<file path="src/rtl/core/lss_pkg.sv">
// Package for the LED strip frame serializer: sizes, codes and shared types.
// Used by every module under rtl/core except lss_ram; depends on nothing.
package lss_pkg;

    localparam int MAX_PIXELS   = 512;
    localparam int RESET_PIXELS = (MAX_PIXELS < 32) ? MAX_PIXELS : 32;
    localparam int PIX_AW       = (MAX_PIXELS > 1) ? $clog2(MAX_PIXELS) : 1;
    localparam int MAX_TOTAL    = 3 * MAX_PIXELS + (MAX_PIXELS + 31) / 32;
    localparam int POS_W        = $clog2(MAX_TOTAL + 1);
    localparam int PIX_W        = $clog2(MAX_TOTAL / 3 + 2);
    localparam int CNT_W        = 10;
    localparam int ROW_W        = 24;
    localparam int PADDR_W      = 3;
    localparam int QUEUE_DEPTH  = 4;

    localparam logic [7:0]       OFF_BYTE  = 8'h80;
    localparam logic [ROW_W-1:0] OFF_ROW   = {OFF_BYTE, OFF_BYTE, OFF_BYTE};
    localparam logic [CNT_W-1:0] MAX_COUNT = CNT_W'(MAX_PIXELS);
    localparam logic [CNT_W-1:0] RST_COUNT = CNT_W'(RESET_PIXELS);

    localparam logic [PADDR_W-3:0] REG_LED_COUNT = '0;

    typedef enum logic [1:0] {
        CMD_INDEX = 2'd0,
        CMD_COLOR = 2'd1,
        CMD_FLUSH = 2'd2,
        CMD_SLOT  = 2'd3
    } t_cmd;

    typedef enum logic [1:0] {
        ST_ACCEPTED = 2'd0,
        ST_RANGE    = 2'd1,
        ST_BYTE     = 2'd2,
        ST_IDLE     = 2'd3
    } t_status;

    typedef enum logic [2:0] {
        OP_ACK,
        OP_REJECT,
        OP_WRITE,
        OP_FLUSH,
        OP_SLOT
    } t_op;

    typedef enum logic {
        BK_CLEAR,
        BK_RUN
    } t_back_state;

    typedef struct packed {
        t_op               op;
        logic [PIX_AW-1:0] index;
        logic [ROW_W-1:0]  row;
    } t_op_entry;

    typedef struct packed {
        t_status    status;
        logic [7:0] out_byte;
        logic       last_byte;
    } t_result;

endpackage

</file>
<file path="src/rtl/core/lss_front.sv">
// Front end: accepts host and byte-slot requests, pairs index and color.
// Depends on lss_pkg; feeds lss_queue.
module lss_front (
    input  logic                         i_clk,
    input  logic                         i_rst_n,
    input  logic                         i_enable,
    input  logic [lss_pkg::CNT_W-1:0]    i_led_count,
    input  logic                         i_in_valid,
    output logic                         o_in_ready,
    input  logic [1:0]                   i_command,
    input  logic [9:0]                   i_pixel_index,
    input  logic [7:0]                   i_red,
    input  logic [7:0]                   i_green,
    input  logic [7:0]                   i_blue,
    input  logic                         i_q_full,
    output logic                         o_push,
    output lss_pkg::t_op_entry           o_entry
);
    import lss_pkg::*;

    logic [PIX_AW-1:0] r_held_index, n_held_index;
    logic              r_index_valid, n_index_valid;
    logic [ROW_W-1:0]  r_held_row, n_held_row;
    logic              r_row_valid, n_row_valid;
    logic              w_accept;
    logic [ROW_W-1:0]  w_row;
    t_cmd              w_cmd;

    assign o_in_ready = i_enable && !i_q_full;
    assign w_accept   = i_in_valid && o_in_ready;
    assign o_push     = w_accept;
    assign w_cmd      = t_cmd'(i_command);
    assign w_row      = {i_green | OFF_BYTE, i_red | OFF_BYTE, i_blue | OFF_BYTE};

    always_comb begin
        n_held_index  = r_held_index;
        n_index_valid = r_index_valid;
        n_held_row    = r_held_row;
        n_row_valid   = r_row_valid;
        o_entry.op    = OP_ACK;
        o_entry.index = r_held_index;
        o_entry.row   = r_held_row;
        if (w_accept) begin
            unique case (w_cmd)
                CMD_INDEX: begin
                    if ({1'b0, i_pixel_index} >= {1'b0, i_led_count}) begin
                        o_entry.op = OP_REJECT;
                    end else if (r_row_valid) begin
                        o_entry.op    = OP_WRITE;
                        o_entry.index = PIX_AW'(i_pixel_index);
                        n_row_valid   = 1'b0;
                        n_index_valid = 1'b0;
                    end else begin
                        n_held_index  = PIX_AW'(i_pixel_index);
                        n_index_valid = 1'b1;
                    end
                end
                CMD_COLOR: begin
                    if (r_index_valid) begin
                        o_entry.op    = OP_WRITE;
                        o_entry.row   = w_row;
                        n_row_valid   = 1'b0;
                        n_index_valid = 1'b0;
                    end else begin
                        n_held_row  = w_row;
                        n_row_valid = 1'b1;
                    end
                end
                CMD_FLUSH: o_entry.op = OP_FLUSH;
                CMD_SLOT:  o_entry.op = OP_SLOT;
            endcase
        end
    end

    always_ff @(posedge i_clk) begin
        if (!i_rst_n) begin
            r_index_valid <= 1'b0;
            r_row_valid   <= 1'b0;
        end else begin
            r_index_valid <= n_index_valid;
            r_row_valid   <= n_row_valid;
        end
        r_held_index <= n_held_index;
        r_held_row   <= n_held_row;
    end

endmodule

</file>
<file path="config.mk">
export PLATFORM = sky130hd
export DESIGN_NAME = lss_front
export DESIGN_NICKNAME = d
export VERILOG_FILES = /design/src/rtl/core/lss_pkg.sv /design/src/rtl/core/lss_front.sv
export SDC_FILE = /design/constraint.sdc
export NUM_CORES = 1
export LEC_CHECK = 0
export ABC_CLOCK_PERIOD_IN_PS = 3390
export BUFFER_PORTS_ARGS = -buffer_cell sky130_fd_sc_hd__buf_4
export CAP_MARGIN = 20
export CORE_UTILIZATION = 40
export CTS_BUF_LIST = sky130_fd_sc_hd__clkbuf_4
export DETAILED_ROUTE_END_ITERATION = 8
export MAX_ROUTING_LAYER = met4
export PLACE_DENSITY = 0.75
export REMOVE_ABC_BUFFERS = 1
export SLEW_MARGIN = 20
export SYNTH_ARGS = -nofsm -noshare
export SYNTH_HDL_FRONTEND = slang
export SYNTH_SLANG_ARGS = --single-unit
</file>
<file path="constraint.sdc">
create_clock -name i_clk -period 3.39 [get_ports i_clk]
set_input_delay 0.5085 -clock i_clk [delete_from_list [all_inputs] [get_ports i_clk]]
set_output_delay 0.5085 -clock i_clk [all_outputs]
set_load 0.03 [all_outputs]
</file>
==> qor.tcl, run 1 <==
set qor(grt_max_degree) 23
set qor(maxClockFrequency_ghz) 0.354
set qor(post_cts_setup_inserts) 0
set qor(static-leakage-power_nw) 1.16
set qor(crit_chain) {buf_4 > inv_1 > ha_1 > a21oi_1 > a211oi_1 > nor2_2 > nand4_4 > mux2_4 > buf_4}
set qor(viasPerCell) 4.92
set qor(synth.yosys.seq_area_share) 0.528
set qor(synth_most_common_cell) {edfxtp_1}
set qor(core_area_sq_um) 4140
set qor(grt_setup_unrepaired) {no}
set qor(combinationalPowerShare) 0.156
set qor(skew_ns) 0.00933
set qor(power_density_nw_per_um2) 336
set qor(share_seq_of_total_power) 0.516
set qor(gp_routability_congestion) 0.777
set qor(grt_pass1_vias) 1310
set qor(layout.core_utilization) 0.611
set qor(setup.worst_path.start_class) {input port}
set qor(final_hold_vios) 0
set qor(crit_fanout) 9
set qor(synth_area_leader_cell) {edfxtp_1}
set qor(grt_usage) 0.175
set qor(initial_core_util) 0.430
set qor(clk_transition_reported_paths_ns) 0.10
set qor(die_height_microns) 68.7
set qor(cts_hold_repair.buffers) 0
set qor(grt.overflow.total) 0
set qor(cts_num_sinks) 32
set qor(cp_slowest_cell) {mux2_4}
set qor(wl_mm) 3.84
set qor(post_synth_inst_count) 121
set qor(final_layout_size_suffix_gt1_frac) 0.624
set qor(synth_enable_flop_cells) 30
set qor(critPathTopFamily) {simple AND/OR/NAND/NOR gates}
set qor(critPathBufInv) 3
set qor(dr_wl_met3_microns) 195
set qor(min-delay-path-class) {input port to flip-flop}
set qor(async_flop_share) 0
set qor(run_status) {finished clean}
set qor(final_net_count) 270
set qor(tritoncts) {done}
set qor(antenna_cells) 0
set qor(finalPower_mw) 0.853
set qor(highest_routed_metal_layer) {met4}
set qor(die_w_microns) 68.7
set qor(num_rows) 23
set qor(global_route_wire_length_before_repair_mm) 5.77
set qor(via_count) 1279
set qor(ys_ff_latch) 32
set qor(syn_area_sq_um) 1780
set qor(drt_first_pass_iters) 4
set qor(tns_ns) 0
set qor(synth-main-ff-cell) {edfxtp_1}
set qor(clk-insertion-delay-late_ns) 0.32
set qor(post-dp-hpwl_mm) 3.08
set qor(met2_wire_len_mm) 2.10
set qor(route.detailed.drc) 0
set qor(antenna_found_initial) 0
set qor(synth_area_leaders) {edfxtp_1, mux2_2, mux2_4, ha_1, inv_1}
set qor(critical_path.most_common_cell) {buf_4}
set qor(clock_path_buffers) 2
set qor(maxCapViolations) 0
set qor(endpoint_kind) {output port}
set qor(yosys-top-cells-count) {edfxtp_1, mux2_2, inv_1}
set qor(met1_length_mm) 1.48
set qor(syn_avg_cell_area_sq_um) 14.7
set qor(floorplan.io_pins) 89
set qor(drtAntennaViolNets) 0
set qor(wl_per_cell_microns) 14.8
set qor(vdd_ir_drop_max_mv) 0.279
set qor(die_outline_area_sq_um) 4720
set qor(critPathRequiredTime_ns) 2.88
set qor(total_switching_power_mw) 0.184
set qor(share_of_the_clock_period_used_by_the_worst_path) 0.834
set qor(delay_contributed_by_the_slowest_stage_of_the_critical_path_ns) 0.37
set qor(post_cts_resize_count) 0
set qor(arrival_ns) 2.32
set qor(synth.yosys.warnings) 0
set qor(drtIter0Drc) 33
set qor(area_growth_pct) 42.3
set qor(power_report.internal_total_mw) 0.669
set qor(power.share.switching) 0.216
set qor(final-max-slew-violation-count) 0
set qor(fin_crit_ns) 2.83
set qor(ctsRootBufferMaster) {clkbuf_4}
set qor(setup_violations) 0
set qor(placement.io_buffers) 82
set qor(cts-buffers-inserted) 5
set qor(power.clock.fraction) 0.328
set qor(yosys.cell_types.count) 35
set qor(cts_htree_levels) 2
set qor(critPathKind) {input port to output port}
set qor(synth_largest_type_area_fraction) 0.506
state kept, by name, indices dropped and copies added (netlist names):
name           count
r_held_index       9
r_row_valid        1
r_held_row        21
r_index_valid      1
through the flow:
stage / hold slack (ns) / std cells / setup WS (ns) / cell area, sq um
floorplan: 0.595 / 118 / 0.104 / 1760
global placement: 0.637 / 252 / 0.613 / 2450
detailed placement: 0.663 / 252 / 0.554 / 2450
CTS: 0.353 / 260 / 0.552 / 2530
global route: 0.343 / 260 / 0.430 / 2530
finish: 0.371 / 260 / 0.561 / 2530
power groups by stage:
stage	logic [mW]	clock network [mW]	registers, mW
floorplan	0.0633	0	0.449
global placement	0.127	0	0.449
detailed placement	0.134	0	0.449
CTS	0.134	0.289	0.440
global route	0.145	0.303	0.441
finish	0.133	0.279	0.440
placed cells by master (no fill, tap or decap), types with 2 or more instances in the layout:
master	n
ha_1	10
mux2_2	18
o31a_1	2
clkbuf_4	6
mux2_4	9
nand2_2	2
nor2_2	2
inv_1	12
nand4_1	2
dfxtp_1	2
mux2_1	3
edfxtp_1	30
buf_4	84
conb_1	3
a21oi_1	3
worst paths after layout:
check	depth (start not counted)	slack (ns)	to	startpoint
setup / recovery	9	0.56	o_entry[26]	i_led_count[4]
hold / removal	1	0.37	r_held_row[3]	i_blue[3]
setup reg to reg	1	2.10	r_held_index[8]	r_row_valid
hold reg to reg	2	0.70	r_index_valid	r_index_valid
routing by layer:
| layer | GRT usage | vias up |
|---|---|---|
| li1 | - | 632 |
| met4 | 0.0867 | 0 |
| met3 | 0.0313 | 6 |
| met5 | - | - |
| met2 | 0.308 | 44 |
| met1 | 0.188 | 597 |
cell families (layout without fill, tap and decap cells):
logic type / count (synthesis) / in the layout / share of synthesized area
other cells: 1 / 3 / 0.00211
fa+ha+maj: 10 / 10 / 0.0703
buf+inv: 18 / 105 / 0.0457
flops: 32 / 32 / 0.528
simple gates: 15 / 15 / 0.0717
compound gates: 15 / 15 / 0.0731
mux: 30 / 30 / 0.209
area by class of cell:
| class | instances | area [sq um] |
|---|---|---|
| flip-flops and latches | 32 | 941 |
| repair buffers | 84 | 631 |
| inverters | 13 | 48.8 |
| clock inverters | 2 | 35.0 |
| fillers | 338 | 1610 |
| clock buffers | 6 | 45.0 |
| multi-input cells | 73 | 771 |
| well taps | 50 | 62.6 |
(Power assumes the default switching activity.)
==> run 2: changes to the inputs <==
- ABC_CLOCK_PERIOD_IN_PS: 3390 -> 2600
- PLACE_DENSITY: 0.75 -> 0.78
- clock period: 3.39 -> 2.6 ns (I/O delays scaled with it)
==> run 2 against run 1 <==
Die area unchanged. Via count increased by 2.3%. Combinational power increased by 33%. Global-route usage decreased by 0.16 points. Clock power increased by 35%. Cell area increased by 1.1%. Final cell count increased by 1.2%. Clock skew increased by 0.00053 ns. Flip-flop and latch count unchanged. Critical path depth decreased by 1. Hold slack got worse by 0.13 ns. Non-clock buffer count increased by 2. Largest cell class unchanged.
==> qor.tcl, run 2 (same netlist as run 1, synthesis figures left out) <==
set qor(drt_first_pass_iters) 4
set qor(gp_routability_congestion) 0.800
set qor(via_count) 1309
set qor(power_density_nw_per_um2) 441
set qor(critical_path.startpoint) {i_led_count[0]}
set qor(die_outline_area_sq_um) 4720
set qor(tritoncts) {done}
set qor(worst_hold_startpoint) {i_blue[5]}
set qor(min-delay-path-class) {input port to flip-flop}
set qor(layoutNonFillerInstCount) 263
set qor(skew_ns) 0.00986
set qor(maxClockFrequency_ghz) 0.399
set qor(placement.io_buffers) 82
set qor(worst_slack_ns) 0.0930
set qor(crit_chain) {buf_4 > ha_1 > nand2b_4 > a211oi_2 > o31a_4 > nand4_2 > mux2_4 > buf_4}
set qor(delay_contributed_by_the_slowest_stage_of_the_critical_path_ns) 0.35
set qor(post-dp-hpwl_mm) 3.00
set qor(max_ffs_per_register) 21
set qor(die_height_microns) 68.7
set qor(grt_usage) 0.173
set qor(grt_pass1_vias) 1215
set qor(clock_path_buffers) 2
set qor(final_layout_size_suffix_gt1_frac) 0.629
set qor(post-place-ws_ns) 0.0411
set qor(cts_htree_levels) 2
set qor(place.detailed.instances) 254
set qor(antenna_cells) 0
set qor(clk_transition_reported_paths_ns) 0.10
set qor(biggest_register) {r_held_row}
set qor(clk-insertion-delay-late_ns) 0.33
set qor(drtAntennaViolNets) 0
set qor(final_net_count) 273
set qor(crit_fanout) 4
set qor(wl_per_cell_microns) 15.0
set qor(floorplan.io_pins) 89
set qor(viasPerCell) 4.98
set qor(grt.overflow.total) 0
set qor(drtIter0Drc) 42
set qor(cts_hold_repair.buffers) 0
set qor(global_route_wire_length_before_repair_mm) 5.64
set qor(critPathBufInv) 2
set qor(area_growth_pct) 43.9
set qor(setup_violations) 0
set qor(vdd_ir_drop_max_mv) 0.311
set qor(run_status) {finished clean}
set qor(layout.filler_cells) 360
set qor(route.detailed.drc) 0
set qor(wl_mm) 3.96
set qor(worst_r2r_startpoint) {r_row_valid}
set qor(share_of_the_clock_period_used_by_the_worst_path) 0.964
set qor(final_hold_vios) 0
set qor(endpoint_kind) {output port}
set qor(arrival_ns) 2.12
set qor(final-max-slew-violation-count) 0
set qor(cts-buffers-inserted) 5
set qor(grt_setup_unrepaired) {no}
set qor(static-leakage-power_nw) 1.17
set qor(layout_top_registers) {r_held_row: 21 flops, r_held_index: 9 flops}
set qor(cp_slowest_cell) {mux2_4}
set qor(critPathKind) {input port to output port}
set qor(ctsRootBufferMaster) {clkbuf_4}
set qor(critPathTopFamily) {compound AO/OA/AOI/OAI gates}
set qor(antenna_found_initial) 0
set qor(maxCapViolations) 0
set qor(cts_num_sinks) 32
set qor(fin_crit_ns) 2.51
set qor(core_area_sq_um) 4140
set qor(critPathRequiredTime_ns) 2.21
set qor(grt_max_degree) 24
set qor(critical_path.most_common_cell) {buf_4}
set qor(setup.worst_path.start_class) {input port}
set qor(num_rows) 23
set qor(initial_core_util) 0.430
set qor(die_w_microns) 68.7
set qor(final_common_cell) {buf_4}
set qor(layout_common_cells) {buf_4, edfxtp_1, mux2_2}
run 2: cell types whose count changed in the layout (fill, tap and decap cells not counted):
cell     change
nand4_2      +1
buf_4        +2
run 2: layout make-up:
cell class	instances	area (sq um)	share of cell area
Sequential cell	32	941	0.367
Multi-Input combinational cell	74	783	0.306
Timing Repair Buffer	86	646	0.252
Tap cell	50	62.6	0.0244
Inverter	13	48.8	0.0191
Clock buffer	6	45.0	0.0176
Clock inverter	2	35.0	0.0137
run 2: per-stage QoR:
| step | TNS [ns] | cell area, sq um | total power [mW] | util | hold WS [ns] |
|---|---|---|---|---|---|
| 4_1_cts | 0 | 2550 | 1.14 | 0.615 | 0.221 |
| 6_report | 0 | 2560 | 1.13 | 0.618 | 0.237 |
| 5_1_grt | 0 | 2560 | 1.18 | 0.618 | 0.217 |
| 3_3_place_gp | 0 | 2470 | 0.756 | 0.596 | 0.576 |
| 2_1_floorplan | -12.61 | 1760 | 0.668 | - | 0.489 |
| 3_5_place_dp | 0 | 2470 | 0.761 | 0.596 | 0.578 |
run 2: repair_timing:
action,4_1_cts,5_1_grt
gates resized for setup,0,0
endpoints found under the setup margin,0,9
buffers inserted,0,0
run 2: power breakdown:
group / total [mW] / switching (mW) / leakage (nW) / internal, mW
Clock: 0.378 / 0.166 / 0.0456 / 0.212
Sequential: 0.574 / 0.00280 / 0.287 / 0.571
Combinational: 0.177 / 0.0858 / 0.836 / 0.0914
run 2: worst paths after layout:
kind	end	cells after the start	slack [ns]
worst max-delay path	o_entry[29]	8	0.09
worst min-delay path	r_held_row[5]	1	0.24
worst max register to register	r_held_index[5]	1	1.24
worst min register to register	r_index_valid	2	0.70
run 2: metal layers:
metal  global-route usage  vias up  part of all wire
met4               0.0944        0             0.020
met3               0.0296        7             0.042
li1                     -      638                 -
met5                    -        -                 0
met1                0.206      623              0.42
met2                0.278       41              0.52
