===== src/rtl/core/lss_pkg.sv =====
// Package for the LED strip frame serializer: sizes, codes and shared types.
// Used by every module under rtl/core except lss_ram; depends on nothing.
package lss_pkg;

    localparam int MAX_PIXELS   = 512;
    localparam int RESET_PIXELS = (MAX_PIXELS < 32) ? MAX_PIXELS : 32;
    localparam int PIX_AW       = (MAX_PIXELS > 1) ? $clog2(MAX_PIXELS) : 1;
    localparam int MAX_TOTAL    = 3 * MAX_PIXELS + (MAX_PIXELS + 31) / 32;
    localparam int POS_W        = $clog2(MAX_TOTAL + 1);
    localparam int PIX_W        = $clog2(MAX_TOTAL / 3 + 2);
    localparam int CNT_W        = 10;
    localparam int ROW_W        = 24;
    localparam int PADDR_W      = 3;
    localparam int QUEUE_DEPTH  = 4;

    localparam logic [7:0]       OFF_BYTE  = 8'h80;
    localparam logic [ROW_W-1:0] OFF_ROW   = {OFF_BYTE, OFF_BYTE, OFF_BYTE};
    localparam logic [CNT_W-1:0] MAX_COUNT = CNT_W'(MAX_PIXELS);
    localparam logic [CNT_W-1:0] RST_COUNT = CNT_W'(RESET_PIXELS);

    localparam logic [PADDR_W-3:0] REG_LED_COUNT = '0;

    typedef enum logic [1:0] {
        CMD_INDEX = 2'd0,
        CMD_COLOR = 2'd1,
        CMD_FLUSH = 2'd2,
        CMD_SLOT  = 2'd3
    } t_cmd;

    typedef enum logic [1:0] {
        ST_ACCEPTED = 2'd0,
        ST_RANGE    = 2'd1,
        ST_BYTE     = 2'd2,
        ST_IDLE     = 2'd3
    } t_status;

    typedef enum logic [2:0] {
        OP_ACK,
        OP_REJECT,
        OP_WRITE,
        OP_FLUSH,
        OP_SLOT
    } t_op;

    typedef enum logic {
        BK_CLEAR,
        BK_RUN
    } t_back_state;

    typedef struct packed {
        t_op               op;
        logic [PIX_AW-1:0] index;
        logic [ROW_W-1:0]  row;
    } t_op_entry;

    typedef struct packed {
        t_status    status;
        logic [7:0] out_byte;
        logic       last_byte;
    } t_result;

endpackage


===== src/rtl/core/lss_queue.sv =====
// Short request queue between the front end and the serializer back end.
// Depends on lss_pkg.
module lss_queue (
    input  logic               i_clk,
    input  logic               i_rst_n,
    input  logic               i_push,
    input  lss_pkg::t_op_entry i_entry,
    output logic               o_full,
    input  logic               i_pop,
    output logic               o_valid,
    output lss_pkg::t_op_entry o_entry
);
    import lss_pkg::*;

    localparam int QA_W = $clog2(QUEUE_DEPTH);

    t_op_entry       r_slot [QUEUE_DEPTH];
    logic [QA_W-1:0] r_wr_ptr, n_wr_ptr;
    logic [QA_W-1:0] r_rd_ptr, n_rd_ptr;
    logic [QA_W:0]   r_count, n_count;

    assign o_full  = (r_count == (QA_W + 1)'(QUEUE_DEPTH));
    assign o_valid = (r_count != '0);
    assign o_entry = r_slot[r_rd_ptr];

    always_comb begin
        n_wr_ptr = i_push ? QA_W'(r_wr_ptr + 1'b1) : r_wr_ptr;
        n_rd_ptr = i_pop ? QA_W'(r_rd_ptr + 1'b1) : r_rd_ptr;
        n_count  = r_count;
        if (i_push && !i_pop) begin
            n_count = r_count + 1'b1;
        end else if (!i_push && i_pop) begin
            n_count = r_count - 1'b1;
        end
    end

    always_ff @(posedge i_clk) begin
        if (!i_rst_n) begin
            r_wr_ptr <= '0;
            r_rd_ptr <= '0;
            r_count  <= '0;
        end else begin
            r_wr_ptr <= n_wr_ptr;
            r_rd_ptr <= n_rd_ptr;
            r_count  <= n_count;
        end
        if (i_push) begin
            r_slot[r_wr_ptr] <= i_entry;
        end
    end

endmodule


===== config.mk =====
export PLATFORM = sky130hd
export DESIGN_NAME = lss_queue
export DESIGN_NICKNAME = d
export VERILOG_FILES = /design/src/rtl/core/lss_pkg.sv /design/src/rtl/core/lss_queue.sv
export SDC_FILE = /design/constraint.sdc
export NUM_CORES = 1
export LEC_CHECK = 0
export ABC_CLOCK_PERIOD_IN_PS = 1700
export BUFFER_PORTS_ARGS = -buffer_cell sky130_fd_sc_hd__buf_2
export CORE_ASPECT_RATIO = 1.2
export CORE_UTILIZATION = 50
export DETAILED_ROUTE_END_ITERATION = 16
export PLACE_DENSITY_LB_ADDON = 0.1
export SLEW_MARGIN = 10
export SYNTH_ARGS = -nofsm -noshare
export SYNTH_HDL_FRONTEND = slang
export SYNTH_SLANG_ARGS = --single-unit

===== constraint.sdc =====
create_clock -name i_clk -period 1.7 [get_ports i_clk]
set_clock_uncertainty 0.05 [all_clocks]
set_input_delay 0.085 -clock i_clk [delete_from_list [all_inputs] [get_ports i_clk]]
set_output_delay 0.085 -clock i_clk [all_outputs]
set_load 0.03 [all_outputs]

==> impl_metrics.ini, run 1 <==
[global_routing]
gr-usage-met1_pct = 24.3
busiest_layer = met2
grt_pass1_wl_um = 15400
grt_pass1_vias = 2884
gr-usage-all-layers_pct = 18.3
grtUsageMet2_pct = 28.7
grt_max_degree = 23
grtUsageMet3_pct = 4.75
grt_antenna_before_repair = 0
grt_overflow_total = 0

[synthesis]
post-synth-top-area-fraction_pct = 75.9
netlist_area_um2 = 5700
yosysSeqAreaShare_pct = 79.1
postSynthCellCount = 231
synth_cell_types = 21
synth_area_leaders = edfxtp_1 (76%), mux4_2 (12%), dfxtp_1 (3.2%), mux4_1 (2.8%), ha_1 (1.1%)
synth_largest_area_cell = edfxtp_1
yosys_warnings = 0
syn_avg_cell_area_um2 = 24.7
synth_fp_nets = 277
synth_seq_cells = 153

[run]
drv_cap = 0

[clock_network]
insertion_delay_ps = 410
cts_num_sinks = 153
clk_pin_slew_ps = 60
clk_path_buf_depth = 2
cts-root-buf = clkbuf_16
cts_made_buffers = 17
tritoncts = done
htreeDepth = 4

[hold_path]
min_path_type = in2reg

[layout]
final_common_cell = edfxtp_1
fin_nets = 424
instances_no_fill = 521
final_util_pct = 69.6
layout-area-overhead-vs-synth_pct = 35.0
fillers = 687
drive_above_1_share_pct = 41.9
antennaDiodeCount = 0
most-common-layout-cells = edfxtp_1 (144), buf_2 (41), dlygate4sd3_1 (39)

[worst_setup_path]
crit_slowest_cell = mux4_2
critPathTopFamily = multiplexers
path_depth = 4
cp-end-kind = output port
cp-endpoint = o_entry[15]
path_max_fanout = 5
critPathLaunchType = flop
crit_buf_inv = 3
critPathMaxStageDelay_ps = 500
r2r_end = r_count[2]
crit_required_ps = 1560
reg2reg_slack_ps = 120
cp_cell_sequence = buf_12 -> buf_16 -> mux4_2 -> buf_6
crit_type = reg2out
reg2reg_depth = 4
cp.arrival_ps = 1740
r2r-start = r_count[0]

[power_and_ir_drop]
peakVddDrop_mv = 0.688
leakage_nw = 2.73
powerDensity_nw_per_um2 = 1280

[run_status]
status = finished with violations
violations = negative setup slack

[timing]
slew_headroom_pct = 77.1
whs_ps = 29.5
fin_setup_tns_ps = -4810
max_clock_freq_ghz = 0.534
hold_viol = 0
min_period_over_period_pct = 110
fin_crit_ps = 1870
rsz0062_at_grt = yes
worst-slew-pin-transition_ps = 343
timing.final.ws_setup_ps = -174
setup_viol = 36
slew_violations = 0

[detailed_routing]
vias = 2753
drt-vias-per-instance = 5.28
wire_per_inst_um = 18.9
wl_um = 9840
drt_iter0_drc = 129
drt_pass1_iterations = 4
ant_nets = 0
drcViolationCount = 0

[floorplan]
design.die.area_um2 = 11800
core_um2 = 11000
io_pins = 78
die_h_um = 119
die_w_um = 99.4
num_rows = 42
start_util_pct = 51.6

[placement]
placed_cells = 444
dp_slack_ps = -10.3
detailed_place_hpwl_um = 5650
gp_congestion = 0.654
port_buffers = 77
==> report_power, final <==
part	switching (mW)	internal, mW	leakage (nW)
registers	0.0620	4.32	1.40
clock network	1.32	2.71	0.310
logic	0.705	0.688	1.02
total	2.09	7.72	2.73
==> registers in the layout, indices dropped and copies added, names as in the netlist, named ones only <==
| register | cells |
|---|---|
| r_wr_ptr | 2 |
| r_rd_ptr | 2 |
| r_slot | 144 |
| r_count | 3 |
==> layout make-up <==
class                   instances  area [µm²]  area share, %
multi-input cells              66        1070           13.9
inverters                       4        15.0          0.195
clock buffers                  18         429           5.58
repair buffers                136        1290           16.8
clock inverters                12         205           2.67
flip-flops and latches        153        4510           58.7
well taps                     132         165           2.15
==> cell usage after synthesis <==
master and number:
inv_1 4, buf_2 3, mux4_2 30, ha_1 5, xnor2_1 2, or3_1 2
nor2b_1 2, nor3b_1 1, fa_1 1, nand2_1 1, clkbuf_2 1, and2_1 9
dfxtp_1 9, xor2_1 3, o21ai_0 1, edfxtp_1 144, mux2i_1 2, mux4_1 6
buf_12 3, a21boi_0 1, buf_6 1
==> metrics by stage <==
| step | power [mW] | area, µm² |
|---|---|---|
| final | 9.81 | 7690 |
| after global placement | 5.50 | 6300 |
| after detailed placement | 5.53 | 6300 |
| after floorplan | 5.19 | 5700 |
| after global routing | 10.1 | 7690 |
| after CTS | 9.91 | 7710 |
==> metal layers <==
layer	share of wire [%]	wire [µm]	vias to the layer above
li1	-	-	1262
met5	0	0	-
met4	1.6	159	0
met3	3.1	307	11
met1	45	4440	1420
met2	50	4940	60
==> cell families after synthesis <==
logic type | Yosys count | synth area share, %
compound gates | 2 | 0.220
xor+xnor | 5 | 0.769
fa+ha+maj | 6 | 1.45
buf+inv | 12 | 1.87
flops | 153 | 79.1
mux | 38 | 15.0
simple gates | 15 | 1.63
==> worst min path at each step <==
stage                 from  depth (start not counted)             to  slack, ps
2_1_floorplan   i_entry[0]                          0   r_slot[0][0]        130
3_3_place_gp   i_entry[31]                          1  r_slot[2][31]        250
3_5_place_dp   i_entry[20]                          1  r_slot[3][20]        250
4_1_cts             i_push                          3    r_wr_ptr[0]         10
5_1_grt             i_push                          3    r_wr_ptr[0]         50
6_report            i_push                          3    r_wr_ptr[0]         30
==> tightest hold or removal path: cells and delay by family <==
family                    cells  cell delay (ps)
buffers and inverters         1              140
and+or+nand+nor               1              140
xor gates and xnor gates      1               80
==> repair_timing <==
action / in CTS / in global routing
setup buffers: 6 / 0
setup endpoints to repair: 36 / 36
cloned: 3 / 0
resized for setup: 80 / 1
hold endpoints to repair: 153 / 0
hold buffers: 39 / 0
Power figures use the tool's default switching activity.
==> inputs of run 2 (changes only) <==
--- a/config.mk
+++ b/config.mk
@@ -11,6 +11,7 @@
 export CORE_UTILIZATION = 50
 export DETAILED_ROUTE_END_ITERATION = 16
 export PLACE_DENSITY_LB_ADDON = 0.1
+export RECOVER_POWER = 50
 export SLEW_MARGIN = 10
 export SYNTH_ARGS = -nofsm -noshare
 export SYNTH_HDL_FRONTEND = slang
==> run 2 against run 1 <==
The run still ends with negative setup slack left. Worst setup slack got worse by 3.3 ps. Clock-buffer cell count unchanged. Via count increased by 0.54%. Register-to-register slack hardly changed. Final area is 0.59% lower. Hold slack got worse by 5.1 ps. Cell count unchanged. Sequential share of layout area increased by 0.35 points. Global-route usage unchanged. Fmax decreased by 0.18%. Wire length fell by 0.47%. Clock power about the same. Largest power group unchanged.
==> impl_metrics.ini, run 2 (synthesis gave the netlist of run 1 again) <==
[timing]
rsz0062_at_grt = yes
worst-slew-pin-transition_ps = 346
slew_violations = 0
min_period_over_period_pct = 110
timing.final.ws_setup_ps = -177
fin_crit_ps = 1880
setup_viol = 36
slew_headroom_pct = 76.9
hold_viol = 0
whs_ps = 24.3
max_clock_freq_ghz = 0.533

[layout]
largest_reg_flops = 144
final_util_pct = 69.2
fillers = 709
antennaDiodeCount = 0
largest_registers = r_slot (144), r_count (3)
top_register = r_slot
layout-area-overhead-vs-synth_pct = 34.2
final_area_um2 = 7640
instances_no_fill = 521
drive_above_1_share_pct = 32.6
fin_nets = 424
final_common_cell = edfxtp_1
most-common-layout-cells = edfxtp_1 (144), dlygate4sd3_1 (39), clkbuf_1 (37)

[placement]
port_buffers = 77
dpl_cell_area_um2 = 6300
gp_congestion = 0.654
detailed_place_hpwl_um = 5650
placed_cells = 444

[detailed_routing]
drt_pass1_iterations = 4
wl_um = 9800
vias = 2768
drt-vias-per-instance = 5.31
drt_iter0_drc = 136
wire_per_inst_um = 18.8
drcViolationCount = 0
ant_nets = 0

[clock_network]
insertion_delay_ps = 410
clk_pin_slew_ps = 60
cts_made_buffers = 17
htreeDepth = 4
cts_num_sinks = 153
cts-root-buf = clkbuf_16
tritoncts = done
clk_path_buf_depth = 2

[floorplan]
start_util_pct = 51.6
core_um2 = 11000
io_pins = 78
die_w_um = 99.4
num_rows = 42
die_h_um = 119
design.die.area_um2 = 11800

[run_status]
violations = negative setup slack
status = finished with violations

[run]
drv_cap = 0

[global_routing]
grt_antenna_before_repair = 0
grt_pass1_wl_um = 15400
gr-usage-all-layers_pct = 18.3
grt_max_degree = 23
grt_pass1_vias = 2884
grt_overflow_total = 0

[hold_path]
min_path_type = in2reg

[worst_setup_path]
critPathLaunchType = flop
crit_type = reg2out
path_max_fanout = 6
cp.arrival_ps = 1740
crit_required_ps = 1560
cp-end-kind = output port

[power_and_ir_drop]
p_total_mw = 9.80
leakage_nw = 2.63
powerDensity_nw_per_um2 = 1280
peakVddDrop_mv = 0.689
## run 2: cell count changes in the layout (fill, tap and decap cells not counted), sizes merged
cell	delta
buf	-36
clkbuf	+36
## run 2: critical path, cell delays in order (launching register included)
cell	delay, ps
dfxtp_4	410
buf_12	140
buf_12	120
mux4_2	500
buf_6	150
## run 2: path summary, 6_finish.rpt
path / start / to / slack [ps] / depth (start not counted)
setup / recovery: flop / o_entry[11] / -180 / 4
hold / removal: i_push / r_wr_ptr[0] / 20 / 3
setup reg to reg: r_count[0] / r_count[2] / 120 / 4
hold reg to reg: r_count[2] / r_count[2] / 470 / 2
## run 2: power by group
part	total [mW]	internal [mW]	switching (mW)
combinational	1.38	0.675	0.706
sequential	4.39	4.32	0.0620
clock	4.04	2.71	1.33
## run 2: what timing repair did
action | CTS | global route
cloned | 3 | 0
buffers inserted | 6 | 0
setup endpoints to repair | 36 | 36
hold endpoints to repair | 153 | 0
hold buffers | 39 | 0
resized for setup | 80 | 1
## run 2: stage by stage
stage	setup WS [ps]	setup TNS, ps
floorplan	211	0
global placement	113	0
detailed placement	-10.3	-10.3
CTS	-205	-6280
global route	-235	-6880
finish	-177	-4910
## run 2: final cells by class
cell class	count	area [µm²]	area share, %
inverter	4	15.0	0.196
tap	132	165	2.16
timing repair buffer	136	1250	16.3
sequential	153	4510	59.0
multi-input combinational	66	1070	14.0
clock inverter	12	205	2.69
clock buffer	18	429	5.62
## run 2: metal layers
metal  global-route usage (%)  wire (µm)  up-vias
met5                        0          0        -
met4                     7.90        193        0
met3                     4.75        341       16
met2                     28.7       4950       68
met1                     24.3       4310     1420
li1                         -          -     1264
==> inputs of run 3 (changes only) <==
--- a/config.mk
+++ b/config.mk
@@ -5,7 +5,7 @@
 export SDC_FILE = /design/constraint.sdc
 export NUM_CORES = 1
 export LEC_CHECK = 0
-export ABC_CLOCK_PERIOD_IN_PS = 1700
+export ABC_CLOCK_PERIOD_IN_PS = 1900
 export BUFFER_PORTS_ARGS = -buffer_cell sky130_fd_sc_hd__buf_2
 export CORE_ASPECT_RATIO = 1.2
 export CORE_UTILIZATION = 50
==> constraint.sdc (replaced) <==
create_clock -name i_clk -period 1.9 [get_ports i_clk]
set_clock_uncertainty 0.05 [all_clocks]
set_input_delay 0.095 -clock i_clk [delete_from_list [all_inputs] [get_ports i_clk]]
set_output_delay 0.095 -clock i_clk [all_outputs]
set_load 0.03 [all_outputs]
==> run 3 against run 2 <==
The run now ends clean. Worst setup slack improved by 180 ps. Register-to-register slack got worse by 30 ps. Via count fell by 2.8%. Hold slack lost 2.4 ps. Core utilization shrank 1.9 points. Total power is 14% lower. Non-clock buffer count is 9 lower. Critical path type unchanged.
==> impl_metrics.ini, run 3 (synthesis gave the netlist of run 1 again) <==
[detailed_routing]
wl_met1_um = 4170
drcViolationCount = 0
wl_um = 9600
wire_per_inst_um = 18.7
ant_nets = 0
wl_met3_um = 380
drt_pass1_iterations = 4
drt_iter0_drc = 109
top_layer = met4
dr_wl_met2_um = 4850
drt-vias-per-instance = 5.23
vias = 2690

[power_and_ir_drop]
peakVddDrop_mv = 0.750
leakage_nw = 2.53
powerDensity_nw_per_um2 = 1140
p_total_mw = 8.48

[placement]
gp_congestion = 0.649
detailed_place_hpwl_um = 5470
port_buffers = 77
dp_slack_ps = 217

[worst_setup_path]
critPathTopFamily = multiplexers
path_depth = 4
cp-endpoint = o_entry[7]
r2r-start = r_wr_ptr[0]
reg2reg_slack_ps = 90
cp.arrival_ps = 1750
critPathLaunchType = flop
crit_buf_inv = 3
path_max_fanout = 4
r2r_end = r_slot[2][6]
crit_slowest_cell = mux4_2
crit_required_ps = 1750
cp_cell_sequence = buf_12 -> clkbuf_16 -> mux4_2 -> buf_2
cp-end-kind = output port
reg2reg_depth = 4
critPathMaxStageDelay_ps = 490
crit_type = reg2out

[floorplan]
core_um2 = 11000
die_w_um = 99.4
io_pins = 78
die_h_um = 119
design.die.area_um2 = 11800
start_util_pct = 51.6
num_rows = 42

[clock_network]
htreeDepth = 4
insertion_delay_ps = 410
clk_pin_slew_ps = 60
clk_path_buf_depth = 2
cts_num_sinks = 153
tritoncts = done
cts_made_buffers = 17
cts-root-buf = clkbuf_16

[run_status]
status = finished, final reports clean

[global_routing]
gr-usage-all-layers_pct = 17.9
grt_pass1_wl_um = 15200
grt_antenna_before_repair = 0
grt_pass1_vias = 2889
grt_max_degree = 37
grt_overflow_total = 0

[run]
drv_cap = 0

[layout]
final_common_cell = edfxtp_1
top_register = r_slot
drive_above_1_share_pct = 31.2
final_util_pct = 67.3
largest_reg_flops = 144
fin_nets = 415
antennaDiodeCount = 0
largest_registers = r_slot (144), r_count (3)
most-common-layout-cells = edfxtp_1 (144), clkbuf_1 (39), dlygate4sd3_1 (38)
layout-area-overhead-vs-synth_pct = 30.5

[timing]
max_clock_freq_ghz = 0.527
rsz0062_at_grt = yes
fin_crit_ps = 1900
hold_viol = 0
slew_headroom_pct = 56.9
worst-slew-pin-transition_ps = 646
whs_ps = 22.0
min_period_over_period_pct = 99.9
setup_viol = 0
fin_setup_tns_ps = 0
timing.final.ws_setup_ps = 1.99
slew_violations = 0

[hold_path]
min_path_type = in2reg
hold_depth = 3
## run 3: report_power, final
part | leakage, nW | switching (mW) | internal [mW] | total [mW]
clock | 0.295 | 1.24 | 2.19 | 3.43
combinational | 0.840 | 0.610 | 0.516 | 1.13
sequential | 1.40 | 0.0535 | 3.87 | 3.92
total | 2.53 | 1.91 | 6.57 | 8.48
## run 3: layer usage
metal,track usage (%),vias to the layer above
met5,0,-
met4,9.83,0
met3,4.11,14
met2,28.7,59
met1,22.7,1367
li1,-,1250
## run 3: worst reg2reg max path, delay by kind of cell, from the launching register on
kind / cells / cell delay (ps)
and+or+nand+nor: 1 / 530
adders and majority gates: 1 / 130
buffers and inverters: 2 / 440
DFF: 1 / 340
## run 3: how the worst min path moves through the flow
stage                 from       endpoint
2_1_floorplan   i_entry[0]   r_slot[0][0]
3_3_place_gp   i_entry[29]  r_slot[1][29]
3_5_place_dp   i_entry[22]  r_slot[0][22]
4_1_cts             i_push    r_wr_ptr[1]
5_1_grt             i_push    r_wr_ptr[1]
6_report            i_push    r_wr_ptr[1]
## run 3: layout make-up
type                            instances  area [µm²]
Multi-Input combinational cell         66        1080
Sequential cell                       153        4510
Inverter                                4        15.0
Fill cell                             728        3600
Clock buffer                           19         433
Tap cell                              132         165
Clock inverter                         13         176
Timing Repair Buffer                  127        1060
## run 3: timing repair
item	in CTS	in global routing
buffers inserted	0	1
gates resized for setup	30	19
gates cloned	1	1
setup endpoints to repair	10	31
endpoints found under the hold margin	153	0
hold buffers	38	0
## run 3: through the flow
| step | std cells | area, µm² |
|---|---|---|
| after floorplan | 231 | 5700 |
| after global placement | 441 | 6290 |
| after detailed placement | 441 | 6290 |
| after CTS | 512 | 7390 |
| after global routing | 514 | 7430 |
| final | 514 | 7430 |
